**config.mk**
```make
export PLATFORM = sky130hd
export DESIGN_NAME = joystick_servo_smoother_core_flat
export DESIGN_NICKNAME = d
export VERILOG_FILES = /design/src/sv/jss_pkg.sv /design/src/sv/jss_if.sv /design/src/sv/jss_lane.sv /design/src/sv/jss_merge.sv /design/src/sv/joystick_servo_smoother_core.sv /design/src/flat_wrapper.sv
export SDC_FILE = /design/constraint.sdc
export NUM_CORES = 2
export LEC_CHECK = 0
export CAP_MARGIN = 30
export CORE_MARGIN = 2
export CORE_UTILIZATION = 45
export CTS_CLUSTER_DIAMETER = 150
export DETAILED_ROUTE_END_ITERATION = 12
export DONT_BUFFER_PORTS = 1
export PLACE_DENSITY = 0.66
export SYNTH_ARGS = -nofsm -noshare
export SYNTH_HDL_FRONTEND = slang
export SYNTH_HIERARCHICAL = 1
export SYNTH_SLANG_ARGS = --single-unit
```
**constraint.sdc**
```tcl
create_clock -name clk_i -period 25.5 [get_ports clk_i]
set_clock_uncertainty 0.15 [all_clocks]
set_input_delay 3.825 -clock clk_i [delete_from_list [all_inputs] [get_ports clk_i]]
set_output_delay 3.825 -clock clk_i [all_outputs]
set_load 0.005 [all_outputs]
```
**src/sv/jss_pkg.sv**
```systemverilog
// shared constants, register codes and types of the joystick servo smoother
package jss_pkg;

  // default parameter values
  localparam int unsigned FRAC_BITS_DEF = 8;
  localparam int unsigned DUTY_BITS_DEF = 13;

  // fixed field widths
  localparam int unsigned ADC_W      = 12;
  localparam int unsigned LIM_W      = 13;
  localparam int unsigned BAND_W     = 11;
  localparam int unsigned GATE_W     = 8;
  localparam int unsigned SETTLE_W   = 4;
  localparam int unsigned SNAP_W     = 8;
  localparam int unsigned CFG_IDX_W  = 3;
  localparam int unsigned CFG_DATA_W = 13;

  // stick mapping and filter constants
  localparam int unsigned ADC_LO      = 100;
  localparam int unsigned ADC_HI      = 4000;
  localparam int unsigned ADC_CENTRE  = 2050;
  localparam int unsigned ADC_SPAN    = ADC_HI - ADC_LO;
  localparam int unsigned START_DUTY  = 820;
  localparam int unsigned ALPHA_NUM   = 51;
  localparam int unsigned ALPHA_SHIFT = 8;
  localparam int unsigned ALPHA_W     = 7;

  // divide by the stick span through a reciprocal multiply
  localparam int unsigned PROD_MAG_W  = 25;
  localparam int unsigned RECIP_SHIFT = 37;
  localparam int unsigned RECIP_W     = 26;
  localparam int unsigned QUOT_W      = 14;
  localparam longint unsigned RECIP_MUL =
    ((64'd1 << RECIP_SHIFT) + ADC_SPAN - 1) / ADC_SPAN;

  // register reset values
  localparam int unsigned LIMIT_LOW_RST    = 533;
  localparam int unsigned LIMIT_HIGH_RST   = 738;
  localparam int unsigned DEAD_BAND_RST    = 150;
  localparam int unsigned MOVE_GATE_RST    = 5;
  localparam int unsigned SETTLE_TICKS_RST = 3;
  localparam int unsigned SNAP_BAND_RST    = 3;

  // configuration register indexes
  typedef enum logic [CFG_IDX_W-1:0] {
    REG_LIMIT_LOW_X  = 3'd0,
    REG_LIMIT_HIGH_X = 3'd1,
    REG_LIMIT_LOW_Y  = 3'd2,
    REG_LIMIT_HIGH_Y = 3'd3,
    REG_DEAD_BAND    = 3'd4,
    REG_MOVE_GATE    = 3'd5,
    REG_SETTLE_TICKS = 3'd6,
    REG_SNAP_BAND    = 3'd7
  } cfg_reg_e;

  // settings common to both lanes
  typedef struct packed {
    logic [BAND_W-1:0]   dead_band;
    logic [GATE_W-1:0]   move_gate;
    logic [SETTLE_W-1:0] settle_ticks;
    logic [SNAP_W-1:0]   snap_band;
  } shared_cfg_t;

  // step strobes from the sequencer to the lanes
  typedef struct packed {
    logic load;
    logic div;
    logic clamp;
    logic filt;
    logic commit;
  } lane_ctrl_t;

endpackage

```
**src/sv/jss_if.sv**
```systemverilog
// handshake interfaces of the stick input, servo output and configuration channels

// stick sample channel
interface jss_stick_if import jss_pkg::*; ();
  logic             valid;
  logic             ready;
  logic [ADC_W-1:0] stick_x;
  logic [ADC_W-1:0] stick_y;

  modport source (output valid, output stick_x, output stick_y, input ready);
  modport sink   (input valid, input stick_x, input stick_y, output ready);
endinterface

// servo result channel
interface jss_servo_if import jss_pkg::*; #(
  parameter int unsigned DUTY_BITS = DUTY_BITS_DEF
) ();
  logic                 valid;
  logic                 ready;
  logic [DUTY_BITS-1:0] duty_x;
  logic                 write_x;
  logic                 on_x;
  logic [DUTY_BITS-1:0] duty_y;
  logic                 write_y;
  logic                 on_y;

  modport source (output valid, output duty_x, output write_x, output on_x,
                  output duty_y, output write_y, output on_y, input ready);
  modport sink   (input valid, input duty_x, input write_x, input on_x,
                  input duty_y, input write_y, input on_y, output ready);
endinterface

// register write channel
interface jss_cfg_if import jss_pkg::*; ();
  logic                  valid;
  logic                  ready;
  logic [CFG_IDX_W-1:0]  index;
  logic [CFG_DATA_W-1:0] data;

  modport source (output valid, output index, output data, input ready);
  modport sink   (input valid, input index, input data, output ready);
endinterface

```
**src/sv/jss_lane.sv**
```systemverilog
// one axis lane: deadzone, inverse map, clamp, exponential filter and write gate
module jss_lane import jss_pkg::*; #(
  parameter int unsigned FRAC_BITS = FRAC_BITS_DEF,
  parameter int unsigned DUTY_BITS = DUTY_BITS_DEF
) (
  input  logic                 clk_i,
  input  logic                 rst_ni,
  input  lane_ctrl_t           ctrl_i,
  input  logic [ADC_W-1:0]     stick_i,
  input  logic [LIM_W-1:0]     limit_low_i,
  input  logic [LIM_W-1:0]     limit_high_i,
  input  shared_cfg_t          cfg_i,
  output logic [DUTY_BITS-1:0] duty_o,
  output logic                 write_o,
  output logic                 on_o
);

  localparam int unsigned POS_W  = LIM_W + FRAC_BITS;
  localparam int unsigned PROD_W = ADC_W + LIM_W + 2;
  localparam int unsigned TSUM_W = QUOT_W + 2;
  localparam int unsigned STEP_W = POS_W + ALPHA_W;

  // deadzone and signed product of offset and span
  logic signed [ADC_W:0]    ctr_diff;
  logic [ADC_W-1:0]         ctr_dist;
  logic [ADC_W-1:0]         stick_dz;
  logic signed [ADC_W:0]    stick_off;
  logic signed [LIM_W:0]    span;
  logic signed [PROD_W-1:0] prod;
  logic [PROD_MAG_W-1:0]    mag_q;
  logic                     neg_q;

  always_comb begin
    ctr_diff  = $signed({1'b0, stick_i}) - $signed((ADC_W + 1)'(ADC_CENTRE));
    ctr_dist  = ADC_W'(ctr_diff[ADC_W] ? -ctr_diff : ctr_diff);
    stick_dz  = (ctr_dist < ADC_W'(cfg_i.dead_band)) ? ADC_W'(ADC_CENTRE) : stick_i;
    stick_off = $signed({1'b0, stick_dz}) - $signed((ADC_W + 1)'(ADC_LO));
    span      = $signed({1'b0, limit_low_i}) - $signed({1'b0, limit_high_i});
    prod      = PROD_W'(stick_off) * PROD_W'(span);
  end

  always_ff @(posedge clk_i) begin
    if (ctrl_i.load) begin
      mag_q <= PROD_MAG_W'(prod[PROD_W-1] ? -prod : prod);
      neg_q <= prod[PROD_W-1];
    end
  end

  // quotient by the stick span, truncated toward zero
  logic [PROD_MAG_W+RECIP_W-1:0] quot_prod;
  logic [QUOT_W-1:0]             quot_q;
  logic                          qneg_q;

  assign quot_prod = (PROD_MAG_W + RECIP_W)'(mag_q) * (PROD_MAG_W + RECIP_W)'(RECIP_MUL);

  always_ff @(posedge clk_i) begin
    if (ctrl_i.div) begin
      quot_q <= quot_prod[RECIP_SHIFT +: QUOT_W];
      qneg_q <= neg_q;
    end
  end

  // offset from the high limit and clamp to the limit span
  logic signed [TSUM_W-1:0] tsum;
  logic signed [TSUM_W-1:0] quot_s;
  logic [LIM_W-1:0]         clamp_lo;
  logic [LIM_W-1:0]         clamp_hi;
  logic [LIM_W-1:0]         tgt_q;

  always_comb begin
    quot_s   = $signed(TSUM_W'(quot_q));
    tsum     = $signed(TSUM_W'(limit_high_i)) + (qneg_q ? -quot_s : quot_s);
    clamp_lo = (limit_high_i < limit_low_i) ? limit_high_i : limit_low_i;
    clamp_hi = (limit_high_i < limit_low_i) ? limit_low_i : limit_high_i;
  end

  always_ff @(posedge clk_i) begin
    if (ctrl_i.clamp) begin
      if (tsum < $signed(TSUM_W'(clamp_lo))) begin
        tgt_q <= clamp_lo;
      end else if (tsum > $signed(TSUM_W'(clamp_hi))) begin
        tgt_q <= clamp_hi;
      end else begin
        tgt_q <= tsum[LIM_W-1:0];
      end
    end
  end

  // exponential filter with snap to target
  logic [POS_W-1:0]         pos_q, pos_d;
  logic [POS_W-1:0]         tgt_fix;
  logic signed [POS_W:0]    fdiff;
  logic [POS_W-1:0]         fdist;
  logic signed [STEP_W-1:0] step_raw;
  logic signed [STEP_W-1:0] step;
  logic signed [STEP_W-1:0] pos_sum;

  always_comb begin
    tgt_fix  = {tgt_q, FRAC_BITS'(0)};
    fdiff    = $signed({1'b0, tgt_fix}) - $signed({1'b0, pos_q});
    fdist    = POS_W'(fdiff[POS_W] ? -fdiff : fdiff);
    step_raw = STEP_W'(fdiff) * $signed(STEP_W'(ALPHA_NUM));
    step     = step_raw >>> ALPHA_SHIFT;
    pos_sum  = $signed(STEP_W'(pos_q)) + step;
    if (fdist < POS_W'({cfg_i.snap_band, FRAC_BITS'(0)})) begin
      pos_d = tgt_fix;
    end else begin
      pos_d = pos_sum[POS_W-1:0];
    end
  end

  always_ff @(posedge clk_i or negedge rst_ni) begin
    if (!rst_ni) begin
      pos_q <= POS_W'(START_DUTY) << FRAC_BITS;
    end else if (ctrl_i.filt) begin
      pos_q <= pos_d;
    end
  end

  // write gate and channel enable
  logic [DUTY_BITS-1:0]       duty;
  logic [DUTY_BITS-1:0]       last_q;
  logic                       written_q;
  logic [SETTLE_W-1:0]        settle_q;
  logic                       on_q;
  logic signed [DUTY_BITS:0]  wdiff;
  logic [DUTY_BITS:0]         wdist;
  logic                       moved;
  logic                       settling;

  always_comb begin
    duty     = DUTY_BITS'(pos_q[POS_W-1:FRAC_BITS]);
    wdiff    = $signed({1'b0, duty}) - $signed({1'b0, last_q});
    wdist    = (DUTY_BITS + 1)'(wdiff[DUTY_BITS] ? -wdiff : wdiff);
    moved    = !written_q || (wdist >= (DUTY_BITS + 1)'(cfg_i.move_gate));
    settling = settle_q < cfg_i.settle_ticks;
    duty_o   = duty;
    write_o  = moved || settling;
    on_o     = moved || (settling && on_q);
  end

  always_ff @(posedge clk_i or negedge rst_ni) begin
    if (!rst_ni) begin
      written_q <= 1'b0;
      settle_q  <= '0;
      on_q      <= 1'b1;
    end else if (ctrl_i.commit) begin
      if (moved) begin
        written_q <= 1'b1;
        settle_q  <= '0;
        on_q      <= 1'b1;
      end else if (settling) begin
        settle_q  <= settle_q + SETTLE_W'(1);
      end else begin
        on_q      <= 1'b0;
      end
    end
  end

  always_ff @(posedge clk_i) begin
    if (ctrl_i.commit && moved) begin
      last_q <= duty;
    end
  end

endmodule

```
**src/sv/jss_merge.sv**
```systemverilog
// merging stage: joins both lane results into one output beat and holds it
module jss_merge import jss_pkg::*; #(
  parameter int unsigned DUTY_BITS = DUTY_BITS_DEF
) (
  input  logic                 clk_i,
  input  logic                 rst_ni,
  input  logic                 commit_i,
  input  logic [DUTY_BITS-1:0] duty_x_i,
  input  logic                 write_x_i,
  input  logic                 on_x_i,
  input  logic [DUTY_BITS-1:0] duty_y_i,
  input  logic                 write_y_i,
  input  logic                 on_y_i,
  output logic                 slot_free_o,
  jss_servo_if.source          servo_o
);

  logic                 valid_q, valid_d;
  logic [DUTY_BITS-1:0] duty_x_q, duty_y_q;
  logic                 write_x_q, on_x_q, write_y_q, on_y_q;

  // slot opens when empty or being drained this cycle
  assign slot_free_o = !valid_q || servo_o.ready;
  assign valid_d     = commit_i || (valid_q && !servo_o.ready);

  always_ff @(posedge clk_i or negedge rst_ni) begin
    if (!rst_ni) begin
      valid_q <= 1'b0;
    end else begin
      valid_q <= valid_d;
    end
  end

  // result payload
  always_ff @(posedge clk_i) begin
    if (commit_i) begin
      duty_x_q  <= duty_x_i;
      write_x_q <= write_x_i;
      on_x_q    <= on_x_i;
      duty_y_q  <= duty_y_i;
      write_y_q <= write_y_i;
      on_y_q    <= on_y_i;
    end
  end

  assign servo_o.valid   = valid_q;
  assign servo_o.duty_x  = duty_x_q;
  assign servo_o.write_x = write_x_q;
  assign servo_o.on_x    = on_x_q;
  assign servo_o.duty_y  = duty_y_q;
  assign servo_o.write_y = write_y_q;
  assign servo_o.on_y    = on_y_q;

endmodule

```
**src/sv/joystick_servo_smoother_core.sv**
```systemverilog
// top level of the joystick servo smoother: registers, sequencer, two lanes, merge
//
// Each stick beat carries one X and one Y sample; both axes are worked on at once
// by two identical lanes and their results leave together as one servo beat.
// An item is carried from its acceptance to the output register through the
// reciprocal multiply that divides by the stick span, the limit clamp, the
// filter update and the write gate, stepped by one sequencer shared by both
// lanes. A new sample is accepted in the gate cycle of the previous one, so the
// block takes the next item while the last is still in its gate step; a held
// output beat stalls the gate step until it drains. Register writes are taken in
// any cycle and must only be issued while no item is in flight. The X and Y
// channels start enabled, with the filter at duty 820 and the first tick always
// written.
module joystick_servo_smoother_core import jss_pkg::*; #(
  parameter int unsigned FRAC_BITS = FRAC_BITS_DEF,
  parameter int unsigned DUTY_BITS = DUTY_BITS_DEF
) (
  input  logic        clk_i,
  input  logic        rst_ni,
  jss_stick_if.sink   stick_i,
  jss_servo_if.source servo_o,
  jss_cfg_if.sink     cfg_i
);

  typedef enum logic [4:0] {
    ST_IDLE  = 5'b00001,
    ST_DIV   = 5'b00010,
    ST_CLAMP = 5'b00100,
    ST_FILT  = 5'b01000,
    ST_GATE  = 5'b10000
  } state_e;

  // configuration registers
  logic [LIM_W-1:0] limit_low_x_q, limit_high_x_q, limit_low_y_q, limit_high_y_q;
  shared_cfg_t      shared_q;

  assign cfg_i.ready = 1'b1;

  always_ff @(posedge clk_i or negedge rst_ni) begin
    if (!rst_ni) begin
      limit_low_x_q         <= LIM_W'(LIMIT_LOW_RST);
      limit_high_x_q        <= LIM_W'(LIMIT_HIGH_RST);
      limit_low_y_q         <= LIM_W'(LIMIT_LOW_RST);
      limit_high_y_q        <= LIM_W'(LIMIT_HIGH_RST);
      shared_q.dead_band    <= BAND_W'(DEAD_BAND_RST);
      shared_q.move_gate    <= GATE_W'(MOVE_GATE_RST);
      shared_q.settle_ticks <= SETTLE_W'(SETTLE_TICKS_RST);
      shared_q.snap_band    <= SNAP_W'(SNAP_BAND_RST);
    end else if (cfg_i.valid) begin
      case (cfg_reg_e'(cfg_i.index))
        REG_LIMIT_LOW_X:  limit_low_x_q         <= cfg_i.data[LIM_W-1:0];
        REG_LIMIT_HIGH_X: limit_high_x_q        <= cfg_i.data[LIM_W-1:0];
        REG_LIMIT_LOW_Y:  limit_low_y_q         <= cfg_i.data[LIM_W-1:0];
        REG_LIMIT_HIGH_Y: limit_high_y_q        <= cfg_i.data[LIM_W-1:0];
        REG_DEAD_BAND:    shared_q.dead_band    <= cfg_i.data[BAND_W-1:0];
        REG_MOVE_GATE:    shared_q.move_gate    <= cfg_i.data[GATE_W-1:0];
        REG_SETTLE_TICKS: shared_q.settle_ticks <= cfg_i.data[SETTLE_W-1:0];
        REG_SNAP_BAND:    shared_q.snap_band    <= cfg_i.data[SNAP_W-1:0];
        default: ;
      endcase
    end
  end

  // sequencer shared by both lanes
  state_e     state_q, state_d;
  logic       slot_free;
  logic       accept;
  lane_ctrl_t ctrl;

  assign stick_i.ready = (state_q == ST_IDLE) || ((state_q == ST_GATE) && slot_free);
  assign accept        = stick_i.valid && stick_i.ready;

  always_comb begin
    ctrl.load   = accept;
    ctrl.div    = (state_q == ST_DIV);
    ctrl.clamp  = (state_q == ST_CLAMP);
    ctrl.filt   = (state_q == ST_FILT);
    ctrl.commit = (state_q == ST_GATE) && slot_free;
    state_d     = state_q;
    case (state_q)
      ST_IDLE:  if (accept) state_d = ST_DIV;
      ST_DIV:   state_d = ST_CLAMP;
      ST_CLAMP: state_d = ST_FILT;
      ST_FILT:  state_d = ST_GATE;
      ST_GATE: begin
        if (slot_free) begin
          state_d = accept ? ST_DIV : ST_IDLE;
        end
      end
      default:  state_d = ST_IDLE;
    endcase
  end

  always_ff @(posedge clk_i or negedge rst_ni) begin
    if (!rst_ni) begin
      state_q <= ST_IDLE;
    end else begin
      state_q <= state_d;
    end
  end

  // axis lanes
  logic [DUTY_BITS-1:0] duty_x, duty_y;
  logic                 write_x, on_x, write_y, on_y;

  jss_lane #(
    .FRAC_BITS (FRAC_BITS),
    .DUTY_BITS (DUTY_BITS)
  ) u_lane_x (
    .clk_i        (clk_i),
    .rst_ni       (rst_ni),
    .ctrl_i       (ctrl),
    .stick_i      (stick_i.stick_x),
    .limit_low_i  (limit_low_x_q),
    .limit_high_i (limit_high_x_q),
    .cfg_i        (shared_q),
    .duty_o       (duty_x),
    .write_o      (write_x),
    .on_o         (on_x)
  );

  jss_lane #(
    .FRAC_BITS (FRAC_BITS),
    .DUTY_BITS (DUTY_BITS)
  ) u_lane_y (
    .clk_i        (clk_i),
    .rst_ni       (rst_ni),
    .ctrl_i       (ctrl),
    .stick_i      (stick_i.stick_y),
    .limit_low_i  (limit_low_y_q),
    .limit_high_i (limit_high_y_q),
    .cfg_i        (shared_q),
    .duty_o       (duty_y),
    .write_o      (write_y),
    .on_o         (on_y)
  );

  // output beat assembly
  jss_merge #(
    .DUTY_BITS (DUTY_BITS)
  ) u_merge (
    .clk_i       (clk_i),
    .rst_ni      (rst_ni),
    .commit_i    (ctrl.commit),
    .duty_x_i    (duty_x),
    .write_x_i   (write_x),
    .on_x_i      (on_x),
    .duty_y_i    (duty_y),
    .write_y_i   (write_y),
    .on_y_i      (on_y),
    .slot_free_o (slot_free),
    .servo_o     (servo_o)
  );

endmodule
```
**src/flat_wrapper.sv**
```systemverilog
// flat-port wrapper written by rule: the top's interface ports become plain ports
module joystick_servo_smoother_core_flat import jss_pkg::*;
#(
  parameter int unsigned FRAC_BITS = FRAC_BITS_DEF,
  parameter int unsigned DUTY_BITS = DUTY_BITS_DEF
)
  (clk_i, rst_ni, stick_i_valid, stick_i_stick_x, stick_i_stick_y, stick_i_ready, servo_o_valid, servo_o_duty_x, servo_o_write_x, servo_o_on_x, servo_o_duty_y, servo_o_write_y, servo_o_on_y, servo_o_ready, cfg_i_valid, cfg_i_index, cfg_i_data, cfg_i_ready);
  jss_stick_if stick_i_i ();
  jss_servo_if #(.DUTY_BITS(DUTY_BITS)) servo_o_i ();
  jss_cfg_if cfg_i_i ();
  input  logic clk_i;
  input  logic rst_ni;
  input wire logic [$bits(stick_i_i.valid)-1:0] stick_i_valid;
  input wire logic [$bits(stick_i_i.stick_x)-1:0] stick_i_stick_x;
  input wire logic [$bits(stick_i_i.stick_y)-1:0] stick_i_stick_y;
  output wire logic [$bits(stick_i_i.ready)-1:0] stick_i_ready;
  output wire logic [$bits(servo_o_i.valid)-1:0] servo_o_valid;
  output wire logic [$bits(servo_o_i.duty_x)-1:0] servo_o_duty_x;
  output wire logic [$bits(servo_o_i.write_x)-1:0] servo_o_write_x;
  output wire logic [$bits(servo_o_i.on_x)-1:0] servo_o_on_x;
  output wire logic [$bits(servo_o_i.duty_y)-1:0] servo_o_duty_y;
  output wire logic [$bits(servo_o_i.write_y)-1:0] servo_o_write_y;
  output wire logic [$bits(servo_o_i.on_y)-1:0] servo_o_on_y;
  input wire logic [$bits(servo_o_i.ready)-1:0] servo_o_ready;
  input wire logic [$bits(cfg_i_i.valid)-1:0] cfg_i_valid;
  input wire logic [$bits(cfg_i_i.index)-1:0] cfg_i_index;
  input wire logic [$bits(cfg_i_i.data)-1:0] cfg_i_data;
  output wire logic [$bits(cfg_i_i.ready)-1:0] cfg_i_ready;
  assign stick_i_i.valid = stick_i_valid;
  assign stick_i_i.stick_x = stick_i_stick_x;
  assign stick_i_i.stick_y = stick_i_stick_y;
  assign stick_i_ready = stick_i_i.ready;
  assign servo_o_valid = servo_o_i.valid;
  assign servo_o_duty_x = servo_o_i.duty_x;
  assign servo_o_write_x = servo_o_i.write_x;
  assign servo_o_on_x = servo_o_i.on_x;
  assign servo_o_duty_y = servo_o_i.duty_y;
  assign servo_o_write_y = servo_o_i.write_y;
  assign servo_o_on_y = servo_o_i.on_y;
  assign servo_o_i.ready = servo_o_ready;
  assign cfg_i_i.valid = cfg_i_valid;
  assign cfg_i_i.index = cfg_i_index;
  assign cfg_i_i.data = cfg_i_data;
  assign cfg_i_ready = cfg_i_i.ready;
  joystick_servo_smoother_core #(.FRAC_BITS(FRAC_BITS), .DUTY_BITS(DUTY_BITS)) u_core (.clk_i(clk_i), .rst_ni(rst_ni), .stick_i(stick_i_i), .servo_o(servo_o_i), .cfg_i(cfg_i_i));
endmodule
```
# ---- Word-level counts from Yosys, hierarchy flattened
# Cells that the tools add are included.
dict set report word_totals {
  register_bits 307
  in_bits 45
  out_inout_bits 33
}
dict set report op_classes {
  addsub 26
  mul 6
  order_cmp 14
  eq_ne 16
  mux 34
  reduce_logical 38
}
# cell count
set ops {}
lappend ops {{13-bit 2-to-1 mux} 8}
lappend ops {{25-bit by 25-bit multiplier with 50-bit output (second input constant)} 2}
lappend ops {{21-bit 2-to-1 mux} 4}
lappend ops {{22-bit by 7-bit multiplier with 28-bit output (second input constant)} 2}
lappend ops {{13-bit by 13-bit subtractor with 14-bit output} 4}
lappend ops {{13-bit by 14-bit multiplier with 27-bit output} 2}
lappend ops {{25-bit 2-to-1 mux} 2}
lappend ops {{25-bit negation} 2}
lappend ops {{12-bit 2-to-1 mux} 4}
lappend ops {{21-bit by 21-bit subtractor with 22-bit output} 2}
lappend ops {{21-bit by 20-bit adder with 21-bit output} 2}
lappend ops {{21-bit by 16-bit < comparator with 1-bit output} 2}
lappend ops {{21-bit negation} 2}
lappend ops {{14-bit by 16-bit adder with 16-bit output} 2}
lappend ops {{16-bit by 14-bit > comparator with 1-bit output} 2}
lappend ops {{16-bit by 14-bit < comparator with 1-bit output} 2}
lappend ops {{16-bit 2-to-1 mux} 2}
lappend ops {{14-bit negation with 16-bit output} 2}
lappend ops {{2-bit AND reduction} 15}
lappend ops {{14-bit by 8-bit >= comparator with 1-bit output} 2}
lappend ops {{14-bit 2-to-1 mux} 2}
lappend ops {{14-bit negation} 2}
lappend ops {{13-bit < comparator} 2}
lappend ops {{12-bit by 12-bit subtractor with 13-bit output (second input constant)} 2}
lappend ops {{25 further kinds} 61}

# ---- Logic depth before layout (Yosys ltp)
dict set report logic_depth {
  ltp_word 9
  ltp_mapped 47
}

# ---- By module
# The synthesis kept the hierarchy.
# module instances cells_per_inst area_each_um2 seq_area_each_um2
set by_module_without_submodules {}
lappend by_module_without_submodules {{jss_lane at u_core.u_lane_x} 1 3374 31214.9 2695.1}
lappend by_module_without_submodules {{jss_lane at u_core.u_lane_y} 1 3290 30986.0 2695.1}
lappend by_module_without_submodules {joystick_servo_smoother_core 1 217 3540.9 2238.4}
lappend by_module_without_submodules {jss_merge 1 33 948.4 925.9}

# ---- Worst setup path before layout
# No wires, ideal clock.
dict set report synth_path {
  path_kind {input-to-reg}
  from {input stick_i_stick_x[2]}
  to {register u_core.u_lane_x.mag_q[16], data pin}
  arrival_ps 12968
  required_ps 25083
  setup_slack_ps 12114
  cell_stages 43
  cell_sequence {clkbuf_1 > inv_1 > ha_1 > or2_2 > a211o_1 > nand2_1 > and3_1 > nor2_1 > xnor2_1 > ha_1 > a21o_1 > a211o_1 > a311oi_1 > a21oi_1 > o41ai_1 > o21ai_2 > clkbuf_1 > nand2_1 > [... 7 more ...] > fa_1 > inv_1 > fa_1 > inv_1 > ha_1 > clkbuf_1 > o21ai_0 > a21oi_1 > nor2b_1 > a211oi_1 > o31ai_1 > a211o_1 > a21o_1 > xnor2_4 > inv_2 > buf_2 > o31ai_1 > xnor2_1}
}
# element line_no
set synth_lines {}
lappend synth_lines {{start: declaration} flat_wrapper.sv:14} ;# input wire logic [$bits(stick_i_i.stick_x)-1:0] stick_i_stick_x;
lappend synth_lines {{12-bit by 12-bit subtractor with 13-bit output} jss_lane.sv:34} ;# ctr_diff = $signed({1'b0, stick_i}) - $signed((ADC_W + 1)'(ADC_CENTRE));
lappend synth_lines {{12-bit negation} jss_lane.sv:35} ;# ctr_dist = ADC_W'(ctr_diff[ADC_W] ? -ctr_diff : ctr_diff);
lappend synth_lines {{12-bit 2-to-1 mux} jss_lane.sv:35}
lappend synth_lines {{12-bit by 11-bit < comparator with 1-bit output} jss_lane.sv:36} ;# stick_dz = (ctr_dist < ADC_W'(cfg_i.dead_band)) ? ADC_W'(ADC_CENTRE) : stick_i;
lappend synth_lines {{12-bit 2-to-1 mux *} jss_lane.sv:36}
lappend synth_lines {{12-bit by 7-bit subtractor with 13-bit output *} jss_lane.sv:37} ;# stick_off = $signed({1'b0, stick_dz}) - $signed((ADC_W + 1)'(ADC_LO));
lappend synth_lines {{13-bit by 14-bit multiplier with 27-bit output *} jss_lane.sv:39} ;# prod = PROD_W'(stick_off) * PROD_W'(span);
lappend synth_lines {{named net u_core.u_lane_x.prod[26]} jss_lane.sv:29} ;# logic signed [PROD_W-1:0] prod;
lappend synth_lines {{25-bit 2-to-1 mux *} jss_lane.sv:44} ;# mag_q <= PROD_MAG_W'(prod[PROD_W-1] ? -prod : prod);
lappend synth_lines {{end signal: assignment} jss_lane.sv:44}
lappend synth_lines {{end: declaration} jss_lane.sv:30} ;# logic [PROD_MAG_W-1:0] mag_q;
# Mark *: on every way through the listed nets, which the timed path passes. The rest lies on a longest branch.
# A chain may end at the register's enable or synchronous reset.

# ---- Worst setup path after layout
dict set report layout_path {
  from {input stick_i_stick_y[6]}
  to {register u_core.u_lane_y.mag_q[1], data pin}
}
dict set report layout_between {
  elab_chain_cells 9
}
# element line_no
set layout_lines {}
lappend layout_lines {{start: declaration} flat_wrapper.sv:15} ;# input wire logic [$bits(stick_i_i.stick_y)-1:0] stick_i_stick_y;
lappend layout_lines {{12-bit by 12-bit subtractor with 13-bit output} jss_lane.sv:34}
lappend layout_lines {{12-bit negation} jss_lane.sv:35}
lappend layout_lines {{12-bit 2-to-1 mux} jss_lane.sv:35}
lappend layout_lines {{12-bit by 11-bit < comparator with 1-bit output} jss_lane.sv:36}
lappend layout_lines {{12-bit 2-to-1 mux *} jss_lane.sv:36}
lappend layout_lines {{12-bit by 7-bit subtractor with 13-bit output *} jss_lane.sv:37}
lappend layout_lines {{13-bit by 14-bit multiplier with 27-bit output *} jss_lane.sv:39}
lappend layout_lines {{25-bit negation} jss_lane.sv:44}
lappend layout_lines {{25-bit 2-to-1 mux *} jss_lane.sv:44}
lappend layout_lines {{end signal: assignment} jss_lane.sv:44}
lappend layout_lines {{end: declaration} jss_lane.sv:30}
# Every way passes the cells marked *; elsewhere a longest branch is shown, timed or not.

==> run_results.csv <==
group,metric,value,unit
detailed_routing,first_pass_iters,5,
worst_setup_path,slowest_stage,"nor4_2",
synthesis,synth.top_cell.area_share,29.5,%
cts,clock_sinks,307,
global_routing,track_usage,22.4,%
worst_setup_path,reg2reg_setup_slack,15480,ps
worst_setup_path,worstSetupPathType,"primary input to flop",
sta,layout_min_cycle_time,13850,ps
floorplan,die-area,151000,sq um
synthesis,synthArstFlopShare,46.6,%
sta,tightest_slew,1040,ps
cts,path_clk_slew,60,ps
worst_setup_path,path_buf_inv,4,
floorplan,initial_utilization,45.2,%
global_routing,grt_overflow,0,
final_layout,syn_to_final_growth,5.57,%
final_layout,seqCellArea,8550,sq um
synthesis,syn_nets,9043,
sta,fin_hold_ws,283,ps
synthesis,netlist.top_cell.by_area,"fa_1",
detailed_routing,viasPerCell,5.41,
worst_setup_path,cp.required,25700,ps
sta,max_freq,72.2,MHz
worst_setup_path,r2r-end,"u_core/u_lane_x/mag_q[11]",
placement,dp_slack,11100,ps
synthesis,syn_inst,6914,
final_layout,drive_gt1_share,5.09,%
final_layout,fill_cells,13670,
worst_setup_path,crit_fanout,36,
worst_setup_path,setup.worst_path.start_class,"primary input",
synthesis,synth-edff-count,164,
detailed_routing,vias,47742,
worst_setup_path,crit_path_end,"u_core/u_lane_y/mag_q[1]",
detailed_routing,drcViolationCount,0,
floorplan,die_x,389,um
placement,port_buffers,0,
floorplan,fp-row-count,141,
flow_run,max_cap_violations,0,
synthesis,avgSynthCellArea,9.65,sq um
cts,cts_buffer_depth,3,
cts,cts-buffers-inserted,42,
worst_setup_path,reg2regPathDepth,34,
worst_setup_path,startpoint,"stick_i_stick_y[6]",
synthesis,synthTopCellsByArea,"fa_1 30%, ha_1 21%, inv_1 8.1%",
worst_setup_path,slowest_delay,610,ps
worst_setup_path,cp_data_arrival_time,14040,ps
synthesis,yosys_warnings,6,
worst_setup_path,reg2reg_from,"u_core/limit_high_x_q[1]",
cts,cts.hold.buffers_added,0,
final_layout,final_common_cell,"inv_1",
synthesis,ys_seq_area_share,12.8,%
final_layout,mostFrequentLayoutCells,"1436 x inv_1, 1100 x ha_1, 984 x fa_1",
sta,slew_violations,0,
floorplan,chipHeight,389,um
worst_setup_path,crit_family,"adder cells",
detailed_routing,ant_nets,0,
placement,post-dp-hpwl,138000,um
final_layout,fin_nets,8990,
sta,relSlewSlack,30.2,%
cts,cts_tree,"done",
detailed_routing,drtIter0Drc,2985,
global_routing,grt_max_degree,144,
floorplan,core,147000,sq um
global_routing,grt_pass1_vias,50381,
final_layout,multi_input_area,52000,sq um
cts,post_cts_buffers,0,
sta,finalHoldViolations,0,
synthesis,synth_area,66700,sq um
sta,finalCritPeriodShare,54.3,%
floorplan,io_pins,78,
cts,cts-htree-levels,2,
cts,insertion_delay,620,ps
final_layout,fin_util,47.7,%
worst_setup_path,crit_top_cell,"fa_1",
detailed_routing,wl_per_cell,18.7,um
sta,rsz0062_at_grt,"no",
worst_hold_path,hold_depth,0,
synthesis,ys_ff_latch,307,
worst_setup_path,cp-end-kind,"flop",
placement,globalplace.congestion,0.937,
cts,cts_resized,0,
global_routing,antenna_found_initial,7,
sta,finalWorstSetupSlack,11650,ps
detailed_routing,wl,165000,um
synthesis,synth.distinct_cells,120,
worst_setup_path,path_depth,36,
cts,cts-root-buf,"clkbuf_16",
worst_hold_path,hp-class,"flop to flop",
global_routing,grt_pass1_wl,271000,um
synthesis,ys.flop_type,"edfxtp_1",
sta,finalSetupTns,0,ps
status,status,"complete, no violations",
sta,setup_viol,0,
==> Yosys cell counts (57+ instances only) <==
| master | number |
|---|---|
| inv_1 | 1436 |
| ha_1 | 1100 |
| fa_1 | 984 |
| nand2_1 | 450 |
| nor2_1 | 309 |
| a21oi_1 | 276 |
| xnor2_1 | 265 |
| o21ai_0 | 187 |
| edfxtp_1 | 164 |
| a21o_1 | 127 |
| xor2_1 | 107 |
| dfrtp_1 | 102 |
| clkbuf_1 | 91 |
| nand3_1 | 91 |
| mux2_2 | 88 |
| nor3_1 | 84 |
| o21a_1 | 65 |
| and2_1 | 64 |
| nor2b_1 | 64 |
| mux2i_1 | 61 |
| and3_1 | 57 |
==> logic make-up (layout without fill, tap and decap cells) <==
group,after synthesis,in the layout,synth area share (%)
flops,307,307,12.8
fa+ha+maj,2084,2084,50.2
other cells,1,3,0.00562
simple gates,1376,1376,10.2
mux,151,151,2.44
compound gates,1024,1024,10.1
buf+inv,1596,1577,9.29
xor+xnor,375,375,4.98
==> sequential cells by signal, indices dropped and copies added, names as in the netlist, 14 cells and up <==
signal / cells
u_core/u_lane_x/quot_q: 14
u_core/u_lane_x/mag_q: 25
u_core/shared_q: 31
u_core/u_lane_x/pos_q: 21
u_core/u_lane_y/pos_q: 21
u_core/u_lane_y/quot_q: 14
u_core/u_lane_y/mag_q: 25
==> per-layer routing <==
metal | global-route usage [%] | vias to the layer above | share of wire, %
met4 | 7.00 | 2 | 3.3
met5 | 0 | - | 0.0067
li1 | - | 22470 | -
met1 | 30.8 | 23756 | 45
met3 | 3.28 | 289 | 5.8
met2 | 36.6 | 1225 | 46
==> stage by stage <==
stage	std cells	area, sq um
2_1_floorplan	6914	66700
3_3_place_gp	8736	68700
3_5_place_dp	8744	68900
4_1_cts	8822	70300
5_1_grt	8825	70400
6_report	8827	70400
==> worst min path at each step <==
| stage | start | endpoint |
|---|---|---|
| after detailed placement | u_core/u_lane_y/neg_q | u_core/u_lane_y/qneg_q |
| after global routing | u_core/u_lane_y/neg_q | u_core/u_lane_y/qneg_q |
| after floorplan | u_core/u_lane_x/neg_q | u_core/u_lane_x/qneg_q |
| final | u_core/u_lane_y/neg_q | u_core/u_lane_y/qneg_q |
| after global placement | u_core/u_lane_y/neg_q | u_core/u_lane_y/qneg_q |
| after CTS | u_core/u_lane_y/neg_q | u_core/u_lane_y/qneg_q |
==> cell type report <==
type,count,area share (%)
timing repair buffer,59,0.810
antenna,2,0.00711
inverter,1440,7.70
clock inverter,27,0.482
multi-input combinational,5011,73.8
tap,1930,3.43
sequential,307,12.2
clock buffer,51,1.60
Power is not shown: default switching activity piles up to over one toggle a cycle in this logic, so the estimate is an artifact.
